==> config.mk <==
export PLATFORM = sky130hd
export DESIGN_NAME = preemptive_priority_run_queue
export DESIGN_NICKNAME = d
export VERILOG_FILES = /design/src/sv/pprq_pkg.sv /design/src/sv/pprq_ram.sv /design/src/sv/preemptive_priority_run_queue.sv
export SDC_FILE = /design/constraint.sdc
export NUM_CORES = 1
export LEC_CHECK = 0
export BUFFER_PORTS_ARGS = -buffer_cell sky130_fd_sc_hd__buf_4
export CORE_ASPECT_RATIO = 1.5
export CORE_UTILIZATION = 49
export CTS_CLUSTER_DIAMETER = 40
export DETAILED_ROUTE_END_ITERATION = 8
export GPL_ROUTABILITY_DRIVEN = 0
export GPL_TIMING_DRIVEN = 0
export PLACE_DENSITY = 0.7
export SYNTH_ARGS = -nofsm -noshare
export SYNTH_HDL_FRONTEND = slang
export SYNTH_SLANG_ARGS = --single-unit
==> constraint.sdc <==
create_clock -name clk -period 5.6 [get_ports clk]
set_input_delay 1.4 -clock clk [delete_from_list [all_inputs] [get_ports clk]]
set_output_delay 1.4 -clock clk [all_outputs]
set_load 0.05 [all_outputs]
==> src/sv/pprq_pkg.sv <==
package pprq_pkg;

    // Request kinds carried on s_tuser
    localparam logic [1:0] ACT_ENQUEUE = 2'd0;
    localparam logic [1:0] ACT_PICK    = 2'd1;
    localparam logic [1:0] ACT_STEAL   = 2'd2;

    localparam int ACT_BITS = 2;

endpackage

==> src/sv/pprq_ram.sv <==
module pprq_ram #(
    parameter int WIDTH = 16,
    parameter int DEPTH = 16
) (
    input  logic                     clk,
    input  logic                     we,
    input  logic [$clog2(DEPTH)-1:0] waddr,
    input  logic [WIDTH-1:0]         wdata,
    input  logic                     re,
    input  logic [$clog2(DEPTH)-1:0] raddr,
    output logic [WIDTH-1:0]         rdata
);

    logic [WIDTH-1:0] mem [DEPTH];

    // Write port and registered read port
    always_ff @(posedge clk)
    begin
        if (we)
        begin
            mem[waddr] <= wdata;
        end
        if (re)
        begin
            rdata <= mem[raddr];
        end
    end

endmodule

==> src/sv/preemptive_priority_run_queue.sv <==
// Preemptive priority run queue.
// Requests enter on the s_ channel: s_tuser selects enqueue, pick (remove
// head) or steal (remove tail); s_tdata carries the task and its context.
// Every request yields exactly one result on the m_ channel, carrying the
// removed task id, the reschedule and drop flags and the queue count.
// Tasks live in one RAM, kept as a circular buffer sorted by ascending
// priority. Pick and steal read the RAM, then capture the result, then
// load the output register. An enqueue walks the queue from the tail,
// moving one entry up per cycle through the RAM's read and write ports.
// Skipped, dropped and empty-queue requests go straight to the output
// register. One request is in work at a time; a new one is taken once
// the previous result sits in the output register.
// Reset empties the queue at once; the RAM contents need no clearing.
// When the receiver stalls, the result is held in the output register
// and the next request is processed up to its result, then waits.
module preemptive_priority_run_queue #(
    parameter int QUEUE_DEPTH = 16,
    parameter int PRIO_BITS   = 8,
    parameter int ID_BITS     = 8
) (
    input  logic clk,
    input  logic rst_n,
    input  logic s_tvalid,
    output logic s_tready,
    // s_tdata fields, low bit up: task_id, task_prio, already_queued,
    // is_idle, insert_front, preempted, running_prio, zero pad
    input  logic [((ID_BITS+2*PRIO_BITS+4+7)/8)*8-1:0] s_tdata,
    // s_tuser fields, low bit up: action
    input  logic [pprq_pkg::ACT_BITS-1:0] s_tuser,
    output logic m_tvalid,
    input  logic m_tready,
    // m_tdata fields, low bit up: out_task_id, out_valid, resched_req,
    // mark_running_front, dropped_full, queue_count, zero pad
    output logic [((ID_BITS+4+$clog2(QUEUE_DEPTH+1)+7)/8)*8-1:0] m_tdata
);

    import pprq_pkg::*;

    localparam int AW       = $clog2(QUEUE_DEPTH);
    localparam int CW       = $clog2(QUEUE_DEPTH+1);
    localparam int EW       = ID_BITS + PRIO_BITS;
    localparam int M_W      = ((ID_BITS+4+CW+7)/8)*8;
    localparam int OFS_PRIO = ID_BITS;
    localparam int OFS_QUE  = ID_BITS + PRIO_BITS;
    localparam int OFS_IDLE = OFS_QUE + 1;
    localparam int OFS_FRNT = OFS_QUE + 2;
    localparam int OFS_PRE  = OFS_QUE + 3;
    localparam int OFS_RUN  = OFS_QUE + 4;

    localparam logic [AW-1:0] LAST_ADDR = AW'(QUEUE_DEPTH-1);
    localparam logic [CW-1:0] FULL_CNT  = CW'(QUEUE_DEPTH);

    typedef enum logic [2:0] {
        ST_IDLE,
        ST_SCAN,
        ST_PLACE,
        ST_REMOVE,
        ST_FINISH
    } state_t;

    function automatic logic [AW-1:0] addr_inc(input logic [AW-1:0] a);
        return (a == LAST_ADDR) ? '0 : a + 1'b1;
    endfunction

    function automatic logic [AW-1:0] addr_dec(input logic [AW-1:0] a);
        return (a == '0) ? LAST_ADDR : a - 1'b1;
    endfunction

    state_t               state_reg, state_next;
    logic [CW-1:0]        count_reg, count_next;
    logic [AW-1:0]        head_reg, head_next;
    logic [AW-1:0]        tail_reg, tail_next;
    logic [AW-1:0]        ptr_reg, ptr_next;
    logic [AW-1:0]        left_reg, left_next;
    logic [ID_BITS-1:0]   new_id_reg, new_id_next;
    logic [PRIO_BITS-1:0] new_prio_reg, new_prio_next;
    logic                 front_reg, front_next;
    logic [ID_BITS-1:0]   res_id_reg, res_id_next;
    logic                 res_valid_reg, res_valid_next;
    logic                 res_resched_reg, res_resched_next;
    logic                 res_dropped_reg, res_dropped_next;
    logic                 m_tvalid_reg, m_tvalid_next;
    logic [M_W-1:0]       m_tdata_reg, m_tdata_next;

    logic                 ram_we;
    logic [AW-1:0]        ram_waddr;
    logic [EW-1:0]        ram_wdata;
    logic                 ram_re;
    logic [AW-1:0]        ram_raddr;
    logic [EW-1:0]        ram_rdata;

    logic [ID_BITS-1:0]   in_id;
    logic [PRIO_BITS-1:0] in_prio;
    logic [PRIO_BITS-1:0] in_run_prio;
    logic                 in_resched;
    logic [PRIO_BITS-1:0] rd_prio;
    logic                 move_up;

    // Split the request fields
    assign in_id       = s_tdata[ID_BITS-1:0];
    assign in_prio     = s_tdata[OFS_PRIO +: PRIO_BITS];
    assign in_run_prio = s_tdata[OFS_RUN +: PRIO_BITS];
    assign in_resched  = !s_tdata[OFS_PRE] && (in_prio < in_run_prio);

    // Decide whether the entry just read shifts toward the tail
    assign rd_prio = ram_rdata[PRIO_BITS-1:0];
    assign move_up = front_reg ? (rd_prio >= new_prio_reg) : (rd_prio > new_prio_reg);

    assign s_tready = (state_reg == ST_IDLE);
    assign m_tvalid = m_tvalid_reg;
    assign m_tdata  = m_tdata_reg;

    pprq_ram #(
        .WIDTH(EW),
        .DEPTH(QUEUE_DEPTH)
    ) u_ram (
        .clk  (clk),
        .we   (ram_we),
        .waddr(ram_waddr),
        .wdata(ram_wdata),
        .re   (ram_re),
        .raddr(ram_raddr),
        .rdata(ram_rdata)
    );

    // Sequence each request through the RAM
    always_comb
    begin
        state_next       = state_reg;
        count_next       = count_reg;
        head_next        = head_reg;
        tail_next        = tail_reg;
        ptr_next         = ptr_reg;
        left_next        = left_reg;
        new_id_next      = new_id_reg;
        new_prio_next    = new_prio_reg;
        front_next       = front_reg;
        res_id_next      = res_id_reg;
        res_valid_next   = res_valid_reg;
        res_resched_next = res_resched_reg;
        res_dropped_next = res_dropped_reg;
        m_tvalid_next    = m_tvalid_reg;
        m_tdata_next     = m_tdata_reg;
        ram_we           = 1'b0;
        ram_waddr        = ptr_reg;
        ram_wdata        = {new_id_reg, new_prio_reg};
        ram_re           = 1'b0;
        ram_raddr        = head_reg;

        // Drop the result once taken
        if (m_tvalid_reg && m_tready)
        begin
            m_tvalid_next = 1'b0;
        end

        unique case (state_reg)
            ST_IDLE:
            begin
                if (s_tvalid)
                begin
                    new_id_next      = in_id;
                    new_prio_next    = in_prio;
                    front_next       = s_tdata[OFS_FRNT];
                    res_id_next      = '0;
                    res_valid_next   = 1'b0;
                    res_resched_next = 1'b0;
                    res_dropped_next = 1'b0;
                    state_next       = ST_FINISH;
                    unique case (s_tuser)
                        ACT_ENQUEUE:
                        begin
                            if (s_tdata[OFS_QUE] || s_tdata[OFS_IDLE])
                            begin
                                state_next = ST_FINISH;
                            end
                            else if (count_reg == FULL_CNT)
                            begin
                                res_dropped_next = 1'b1;
                            end
                            else if (count_reg == '0)
                            begin
                                ram_we           = 1'b1;
                                ram_waddr        = tail_reg;
                                ram_wdata        = {in_id, in_prio};
                                tail_next        = addr_inc(tail_reg);
                                count_next       = count_reg + 1'b1;
                                res_resched_next = in_resched;
                            end
                            else
                            begin
                                ram_re           = 1'b1;
                                ram_raddr        = addr_dec(tail_reg);
                                ptr_next         = addr_dec(tail_reg);
                                left_next        = AW'(count_reg - 1'b1);
                                res_resched_next = in_resched;
                                state_next       = ST_SCAN;
                            end
                        end
                        ACT_PICK:
                        begin
                            if (count_reg != '0)
                            begin
                                ram_re     = 1'b1;
                                ram_raddr  = head_reg;
                                head_next  = addr_inc(head_reg);
                                count_next = count_reg - 1'b1;
                                state_next = ST_REMOVE;
                            end
                        end
                        ACT_STEAL:
                        begin
                            if (count_reg != '0)
                            begin
                                ram_re     = 1'b1;
                                ram_raddr  = addr_dec(tail_reg);
                                tail_next  = addr_dec(tail_reg);
                                count_next = count_reg - 1'b1;
                                state_next = ST_REMOVE;
                            end
                        end
                        default:
                        begin
                            state_next = ST_FINISH;
                        end
                    endcase
                end
            end
            ST_SCAN:
            begin
                // Write either the shifted entry or the new task one slot up
                ram_we    = 1'b1;
                ram_waddr = addr_inc(ptr_reg);
                if (move_up)
                begin
                    ram_wdata = ram_rdata;
                    if (left_reg == '0)
                    begin
                        state_next = ST_PLACE;
                    end
                    else
                    begin
                        ram_re     = 1'b1;
                        ram_raddr  = addr_dec(ptr_reg);
                        ptr_next   = addr_dec(ptr_reg);
                        left_next  = left_reg - 1'b1;
                    end
                end
                else
                begin
                    tail_next  = addr_inc(tail_reg);
                    count_next = count_reg + 1'b1;
                    state_next = ST_FINISH;
                end
            end
            ST_PLACE:
            begin
                // New task becomes the head
                ram_we     = 1'b1;
                ram_waddr  = ptr_reg;
                tail_next  = addr_inc(tail_reg);
                count_next = count_reg + 1'b1;
                state_next = ST_FINISH;
            end
            ST_REMOVE:
            begin
                res_id_next    = ram_rdata[EW-1:PRIO_BITS];
                res_valid_next = 1'b1;
                state_next     = ST_FINISH;
            end
            ST_FINISH:
            begin
                // Load the output register once it is free
                if (!m_tvalid_reg || m_tready)
                begin
                    m_tvalid_next = 1'b1;
                    m_tdata_next  = M_W'({count_reg, res_dropped_reg, res_resched_reg,
                                          res_resched_reg, res_valid_reg, res_id_reg});
                    state_next    = ST_IDLE;
                end
            end
            default:
            begin
                state_next = ST_IDLE;
            end
        endcase
    end

    // Hold state, pointers and the result register
    always_ff @(posedge clk or negedge rst_n)
    begin
        if (!rst_n)
        begin
            state_reg       <= ST_IDLE;
            count_reg       <= '0;
            head_reg        <= '0;
            tail_reg        <= '0;
            ptr_reg         <= '0;
            left_reg        <= '0;
            new_id_reg      <= '0;
            new_prio_reg    <= '0;
            front_reg       <= 1'b0;
            res_id_reg      <= '0;
            res_valid_reg   <= 1'b0;
            res_resched_reg <= 1'b0;
            res_dropped_reg <= 1'b0;
            m_tvalid_reg    <= 1'b0;
            m_tdata_reg     <= '0;
        end
        else
        begin
            state_reg       <= state_next;
            count_reg       <= count_next;
            head_reg        <= head_next;
            tail_reg        <= tail_next;
            ptr_reg         <= ptr_next;
            left_reg        <= left_next;
            new_id_reg      <= new_id_next;
            new_prio_reg    <= new_prio_next;
            front_reg       <= front_next;
            res_id_reg      <= res_id_next;
            res_valid_reg   <= res_valid_next;
            res_resched_reg <= res_resched_next;
            res_dropped_reg <= res_dropped_next;
            m_tvalid_reg    <= m_tvalid_next;
            m_tdata_reg     <= m_tdata_next;
        end
    end

endmodule
==> impl_metrics.yaml, run 1 <==
sta:
  hold_viol: 0
  skew_ns: 0.03025
  holdWs_ns: 0.4939
  rsz0062_at_grt: "no"
  relSlewSlack: 0.08914
  fmax_mhz: 208.6
  setup_viol: 0
  period_minus_slack_ns: 4.795
  worst_slew_pin_slew_ns: 1.361
  final_max_slew_viol_count: 0
  timing.final.crit_share: 0.8562
hold_path:
  hold-path-endpoint: "front_reg"
  min_path_type: "register to register"
  hold_start: "front_reg"
  holdPathStages: 2
grt:
  grt_max_degree: 70
  overflow: 0
  grt_pass1_vias: 10687
  grt_util_all_layers: 0.2572
  grt_pass1_wl_um: 62540
  antenna_found_initial: 1
clock_tree:
  h-tree-depth: 2
  hold_buffers: 0
  clk_path_buf_depth: 3
  ctsResizeCount: 0
  cts_sinks: 341
  numCtsBuffers: 34
  clk_pin_slew_ns: 0.06
  cts_tree: "done"
  cts_setup_buffers: 0
  cts_root_buf: "clkbuf_16"
  insertion_delay_ns: 0.55
critical_path:
  cp_data_arrival_time_ns: 5.19
  regToRegSetupSlack_ns: 0.81
  crit_start: "u_ram.rdata[7]"
  cp_max_fo: 10
  worst_r2r_endpoint: "u_ram.rdata[6]"
  rr_startpoint: "u_ram.rdata[7]"
  cp_data_required_time_ns: 6.00
  end_kind: "register"
  path_class: "register to register"
  startpoint_type: "register"
  reg2reg_depth: 9
logic_synthesis:
  synthCells: 1243
  synth.avg_cell_area_sq_um: 12.62
  synth_cell_types: 76
  synthFlopType: "edfxtp_1"
  synth-edff-count: 272
  yosys.area.top_type: "edfxtp_1"
  synth_top_cells_by_count: "edfxtp_1, a211oi_1, inv_1, nand2_1, dfrtp_1"
  syn_area_sq_mm: 0.01569
  yosys_warnings: 0
  ys_ff_latch: 341
  ys_top_cells_by_area: "edfxtp_1, dfrtp_1, a211oi_1"
  synthArstFlopShare: 0.2023
  netlist.area_leader.share: 0.5207
  ys_seq_area_frac: 0.6308
  synthMostInstantiatedCell: "edfxtp_1"
floorplanning:
  die_w_um: 148.1
  start_util: 0.5022
  fp.dieArea_sq_mm: 0.03275
  die_h_um: 221.1
  core_area_sq_mm: 0.03124
  pin_count: 64
  row_count: 79
layout:
  diodes: 0
  fin_nets: 1417
  fin_cells: 1781
  syn2layout_area_growth_pct: 13.81
  drive_above_1_share: 0.1446
  largest_register_ff_count: 256
status:
  status: "finished clean"
power_and_ir_drop:
  powerDensity_mw_per_mm2: 663.5
  ir_drop_mv: 0.2689
  leakage_nw: 6.766
placed_design:
  dp_hpwl_um: 30020
  dp.cells: 1718
  port_buffers: 51
route:
  dr.first_iter.drc_count: 728
  drc: 0
  finalWirelength_um: 41490
  via_per_inst: 6.079
  ant_nets: 0
  wl_per_cell_um: 23.30
  vias: 10826
  drt-pass1-iter-count: 5
run:
  maxCapViolCount: 0
==> metrics by stage <==
stage                     area (sq um)  utilization  power [mW]  setup slack [ns]  setup TNS [ns]
after floorplan                  15710            -       7.606             1.434               0
after global placement           16600       0.5314       9.340          -0.01277         -0.1743
after detailed placement         16760       0.5365       9.569            0.3070               0
after CTS                        17830       0.5709       11.80            0.8570               0
after global routing             17850       0.5715       12.37            0.7196               0
final                            17850       0.5715       11.84            0.8053               0
==> routing by layer <==
layer  global-route usage  part of all wire
met3              0.03155             0.055
met2               0.4545              0.51
met4               0.1703             0.068
met1               0.2883              0.36
met5                    0           0.00034
==> critical path, stage by stage, from the launching register on <==
cell and delay [ns]:
edfxtp_1 0.42, ha_1 0.35, nand4_1 0.17, o31ai_1 0.91, nand3_1 0.41, a311oi_1 0.65, nand2_1 0.36, clkbuf_1 0.34
a211oi_1 0.79, or4_1 0.24
==> cell families after synthesis <==
group | share of synthesized area
compound gates | 0.1633
flops | 0.6308
simple gates | 0.07075
buf+inv | 0.05336
mux | 0.05177
fa+ha+maj | 0.02313
xor+xnor | 0.006700
other cells | 0.0002391
==> how the worst max path moves through the flow <==
stage | endpoint | slack (ns) | cells after the start
5_1_grt | u_ram.rdata[10] | 0.72 | 13
2_1_floorplan | u_ram.mem[1][0] | 1.43 | 10
3_3_place_gp | u_ram.mem[8][5] | -0.01 | 11
4_1_cts | u_ram.mem[2][5] | 0.86 | 12
6_report | u_ram.rdata[6] | 0.81 | 9
3_5_place_dp | u_ram.mem[2][5] | 0.31 | 12
==> cell usage in the layout, fill, tap and decap left out, types with 13 or more instances in the layout <==
master,instances
inv_1,101
edfxtp_1,272
nand2_1,99
nor3_1,13
ha_1,29
buf_2,18
nor2_1,36
a22oi_1,13
clkbuf_16,34
buf_4,71
clkbuf_1,54
mux2i_1,62
a211oi_1,188
dfrtp_1,69
nand3_1,15
or4_1,16
a21oi_1,34
mux2_2,17
o21ai_0,37
==> where the power goes <==
part	internal, mW	leakage, nW	switching [mW]
combinational	1.87	2.89	3.88
clock	1.24	0.527	0.990
sequential	3.63	3.35	0.229
total	6.75	6.77	5.10
==> cell type report <==
class	instances	area, sq um
clock buffer	42	890.9
inverter	101	379.1
buffer	89	457.9
clock inverter	20	186.4
timing repair buffer	65	521.8
tap	405	506.7
sequential	341	9894
fill	2496	13380
multi-input combinational	718	5015
Power figures use the tool's default switching activity.
==> run 2, diff against run 1 <==
Settings changed: CORE_UTILIZATION 49 to 40, CTS_BUF_LIST set to sky130_fd_sc_hd__clkbuf_2 sky130_fd_sc_hd__clkbuf_4 sky130_fd_sc_hd__clkbuf_8, MAX_ROUTING_LAYER set to met4, PLACE_DENSITY 0.7 to 0.6.
==> impl_metrics.yaml, run 2 (synthesized netlist as in run 1, its figures left out) <==
sta:
  worst_slew_pin_slew_ns: 1.137
  hold_viol: 0
  timing.final.crit_share: 0.8667
  fin_setup_tns_ns: 0
  relSlewSlack: 0.2358
  fmax_mhz: 206.0
  setup_viol: 0
  skew_ns: 0.03703
  period_minus_slack_ns: 4.853
  final_max_slew_viol_count: 0
  holdWs_ns: 0.4743
  finalWorstSetupSlack_ns: 0.7466
  rsz0062_at_grt: "no"
clock_tree:
  hold_buffers: 0
  cts_setup_buffers: 0
  clk_pin_slew_ns: 0.07
  ctsResizeCount: 0
  h-tree-depth: 2
  cts_root_buf: "clkbuf_8"
  insertion_delay_ns: 0.63
  cts_sinks: 341
  cts_tree: "done"
  clk_path_buf_depth: 3
  numCtsBuffers: 52
floorplanning:
  row_count: 88
  die_w_um: 163.7
  die_h_um: 244.5
  fp.dieArea_sq_mm: 0.04003
  pin_count: 64
  start_util: 0.4070
  core_area_sq_mm: 0.03854
hold_path:
  holdPathStages: 2
  hold-path-endpoint: "front_reg"
  min_path_type: "register to register"
  hold_start: "front_reg"
layout:
  final_common_cell: "edfxtp_1"
  fin_area_sq_mm: 0.01805
  fin_nets: 1438
  largest_register_ff_count: 256
  syn2layout_area_growth_pct: 15.06
  fill_cells: 3433
  drive_above_1_share: 0.1714
  mostFrequentLayoutCells: "edfxtp_1, a211oi_1, inv_1, nand2_1, dfrtp_1"
critical_path:
  worst_r2r_endpoint: "u_ram.rdata[7]"
  cp.buffers_inverters: 1
  regToRegSetupSlack_ns: 0.75
  cp_data_required_time_ns: 6.08
  startpoint_type: "register"
  cp_max_fo: 10
  reg2reg_depth: 9
  end_kind: "register"
  critical_path.top_delay_family: "compound AO/OA/AOI/OAI gates"
  crit_slowest_cell: "o31ai_1"
  worstPathCellList: "ha_1 > nand4_1 > o31ai_1 > nand3_1 > a311oi_1 > nand2_1 > clkbuf_1 > a211oi_1 > or4_1"
  rr_startpoint: "u_ram.rdata[7]"
  cpPeakStageDelay_ns: 0.91
  cp_data_arrival_time_ns: 5.34
  path_class: "register to register"
grt:
  grt_pass1_vias: 10858
  overflow: 0
  grt_util_all_layers: 0.2286
  grt_max_degree: 70
  grt_pass1_wl_um: 65250
  antenna_found_initial: 2
route:
  vias: 10824
  drt-pass1-iter-count: 5
  routed-wl-met3_um: 2486
  via_per_inst: 5.664
  met2_length_um: 22760
  wl_per_cell_um: 23.07
  finalWirelength_um: 44090
  drc: 0
  dr.first_iter.drc_count: 1068
  ant_nets: 0
  met1Wirelength_um: 15830
  top_layer_used: "met4"
placed_design:
  dp_hpwl_um: 31640
  place_ws_ns: 0.2446
  placed_area_sq_mm: 0.01703
  port_buffers: 51
power_and_ir_drop:
  leakage_nw: 6.814
  ir_drop_mv: 0.3198
  total_power_mw: 11.74
  powerDensity_mw_per_mm2: 650.2
status:
  status: "finished clean"
run:
  maxCapViolCount: 0
[run 2: final cells by class]
cell class / count / area, sq um / share of cell area
Clock inverter: 29 / 192.7 / 0.01068
Timing Repair Buffer: 68 / 633.1 / 0.03508
Inverter: 101 / 379.1 / 0.02101
Tap cell: 495 / 619.3 / 0.03432
Buffer: 89 / 457.9 / 0.02537
Sequential cell: 341 / 9894 / 0.5482
Antenna cell: 4 / 10.01 / 0.0005546
Multi-Input combinational cell: 718 / 5041 / 0.2793
Clock buffer: 66 / 820.8 / 0.04548
[run 2: metrics by stage]
step | std cells | util
2_1_floorplan | 1249 | -
3_3_place_gp | 1795 | 0.4336
4_1_cts | 1907 | 0.4681
5_1_grt | 1909 | 0.4682
6_report | 1911 | 0.4683
3_5_place_dp | 1812 | 0.4418
[run 2: tightest hold or removal path: stages (launching register included)]
cell	delay, ns
dfrtp_1	0.34
nand2_1	0.05
nand2_1	0.05
[run 2: power breakdown]
part           internal (mW)  switching, mW
logic                   1.89           3.97
clock network           1.02          0.997
registers               3.63          0.229
total                   6.54           5.19
[run 2: worst max-delay path by stage]
stage	cells past startpoint	end	slack, ns	startpoint
2_1_floorplan	10	u_ram.mem[1][0]	1.43	s_tuser[0]
3_3_place_gp	11	u_ram.mem[9][5]	-0.07	s_tuser[0]
3_5_place_dp	14	u_ram.rdata[6]	0.24	s_tuser[0]
4_1_cts	14	u_ram.rdata[6]	0.90	s_tuser[0]
5_1_grt	12	u_ram.rdata[6]	0.79	s_tuser[1]
6_report	9	u_ram.rdata[7]	0.75	u_ram.rdata[7]
[run 2: routing by layer]
metal / vias up / global-route usage
li1: 4986 / -
met1: 5283 / 0.2388
met2: 428 / 0.3953
met3: 127 / 0.03630
met4: 0 / 0.1479
met5: - / -
==> run 3, diff against run 2 <==
Settings changed: RECOVER_POWER set to 50.
==> impl_metrics.yaml, run 3 (synthesized netlist as in run 1, its figures left out) <==
clock_tree:
  cts_tree: "done"
  cts_setup_buffers: 0
  hold_buffers: 0
  clk_pin_slew_ns: 0.07
  cts_sinks: 341
  clk_path_buf_depth: 3
  insertion_delay_ns: 0.63
  ctsResizeCount: 0
  numCtsBuffers: 52
  cts_root_buf: "clkbuf_8"
  h-tree-depth: 2
sta:
  relSlewSlack: -1.555
  holdWs_ns: 0.4737
  timing.final.crit_share: 0.8814
  skew_ns: 0.03652
  rsz0062_at_grt: "no"
  period_minus_slack_ns: 4.936
  setup_viol: 0
  worst_slew_pin_slew_ns: 3.833
  hold_viol: 0
  fmax_mhz: 202.6
  finalWorstSetupSlack_ns: 0.6642
  fin_setup_tns_ns: 0
  final_max_slew_viol_count: 70
critical_path:
  path_class: "input pin to register"
  rr_startpoint: "u_ram.rdata[7]"
  cp_data_arrival_time_ns: 5.17
  regToRegSetupSlack_ns: 0.76
  cp_data_required_time_ns: 5.83
  startpoint_type: "input pin"
  end_kind: "register"
  cp_max_fo: 16
  reg2reg_depth: 9
  crit_start: "s_tuser[1]"
hold_path:
  hold_start: "front_reg"
  holdPathStages: 2
  min_path_type: "register to register"
layout:
  fin_util: 0.4612
  fill_cells: 3471
  drive_above_1_share: 0.1374
  mostFrequentLayoutCells: "edfxtp_1, a211oi_1, inv_1, nand2_1, clkbuf_1"
  largest_register_ff_count: 256
  fin_nets: 1438
  syn2layout_area_growth_pct: 13.30
  final_common_cell: "edfxtp_1"
  fin_area_sq_mm: 0.01777
placed_design:
  placed_area_sq_mm: 0.01703
  place_ws_ns: 0.2446
  dp_hpwl_um: 31640
  port_buffers: 51
power_and_ir_drop:
  leakage_nw: 6.644
  ir_drop_mv: 0.3023
  powerDensity_mw_per_mm2: 654.4
grt:
  grt_pass1_wl_um: 65250
  overflow: 0
  antenna_found_initial: 2
  grt_max_degree: 70
  grt_pass1_vias: 10858
  grt_util_all_layers: 0.2286
route:
  finalWirelength_um: 44090
  ant_nets: 0
  drc: 0
  dr.first_iter.drc_count: 1017
  wl_per_cell_um: 23.07
  via_per_inst: 5.661
  vias: 10819
  drt-pass1-iter-count: 5
floorplanning:
  die_w_um: 163.7
  start_util: 0.4070
  fp.dieArea_sq_mm: 0.04003
  row_count: 88
  pin_count: 64
  core_area_sq_mm: 0.03854
  die_h_um: 244.5
status:
  violations: "capacitance limit, slew limit"
  status: "finished, violations left"
run:
  maxCapViolCount: 2
[run 3: per-stage QoR]
step / cells / power [mW]
after floorplan: 1249 / 7.606
after global placement: 1795 / 9.482
after detailed placement: 1812 / 9.708
after CTS: 1907 / 11.75
after global routing: 1909 / 12.20
final: 1911 / 11.63
[run 3: layer usage]
layer / global-route usage / up-vias / part of all wire
met4: 0.1479 / 0 / 0.065
met5: - / - / 0
li1: - / 4991 / -
met1: 0.2388 / 5329 / 0.37
met2: 0.3953 / 372 / 0.52
met3: 0.03630 / 127 / 0.049
[run 3: worst max-delay path, stage by stage]
cell and delay, ns:
buf_4 0.12, inv_1 0.08, ha_1 0.24, nor3b_4 0.55, and3_1 0.24, clkbuf_1 0.23, nand2_1 0.15, nor2_1 0.53
clkbuf_1 0.47, a22oi_1 0.18, o21ai_2 0.10, clkbuf_1 0.86
[run 3: worst paths after layout]
path,endpoint
min reg2reg,front_reg
min in group asynchronous,left_reg[0]
min,front_reg
max,u_ram.mem[8][5]
max reg2reg,u_ram.rdata[5]
max in group asynchronous,new_prio_reg[4]
[run 3: final cells by class]
| cell class | instances | area [sq um] | area share |
|---|---|---|---|
| diodes | 4 | 10.01 | 0.0005632 |
| flip-flops and latches | 341 | 9894 | 0.5567 |
| plain buffers | 89 | 454.2 | 0.02556 |
| inverters | 101 | 379.1 | 0.02133 |
| well taps | 495 | 619.3 | 0.03485 |
| repair buffers | 68 | 397.9 | 0.02239 |
| clock inverters | 29 | 192.7 | 0.01084 |
| clock buffers | 66 | 820.8 | 0.04618 |
| multi-input cells | 718 | 5004 | 0.2815 |
[run 3: power by group]
| group | switching, mW | internal [mW] | total [mW] |
|---|---|---|---|
| Sequential | 0.228 | 3.64 | 3.86 |
| Clock | 0.997 | 1.02 | 2.02 |
| Combinational | 3.95 | 1.79 | 5.74 |
| Total | 5.18 | 6.45 | 11.6 |
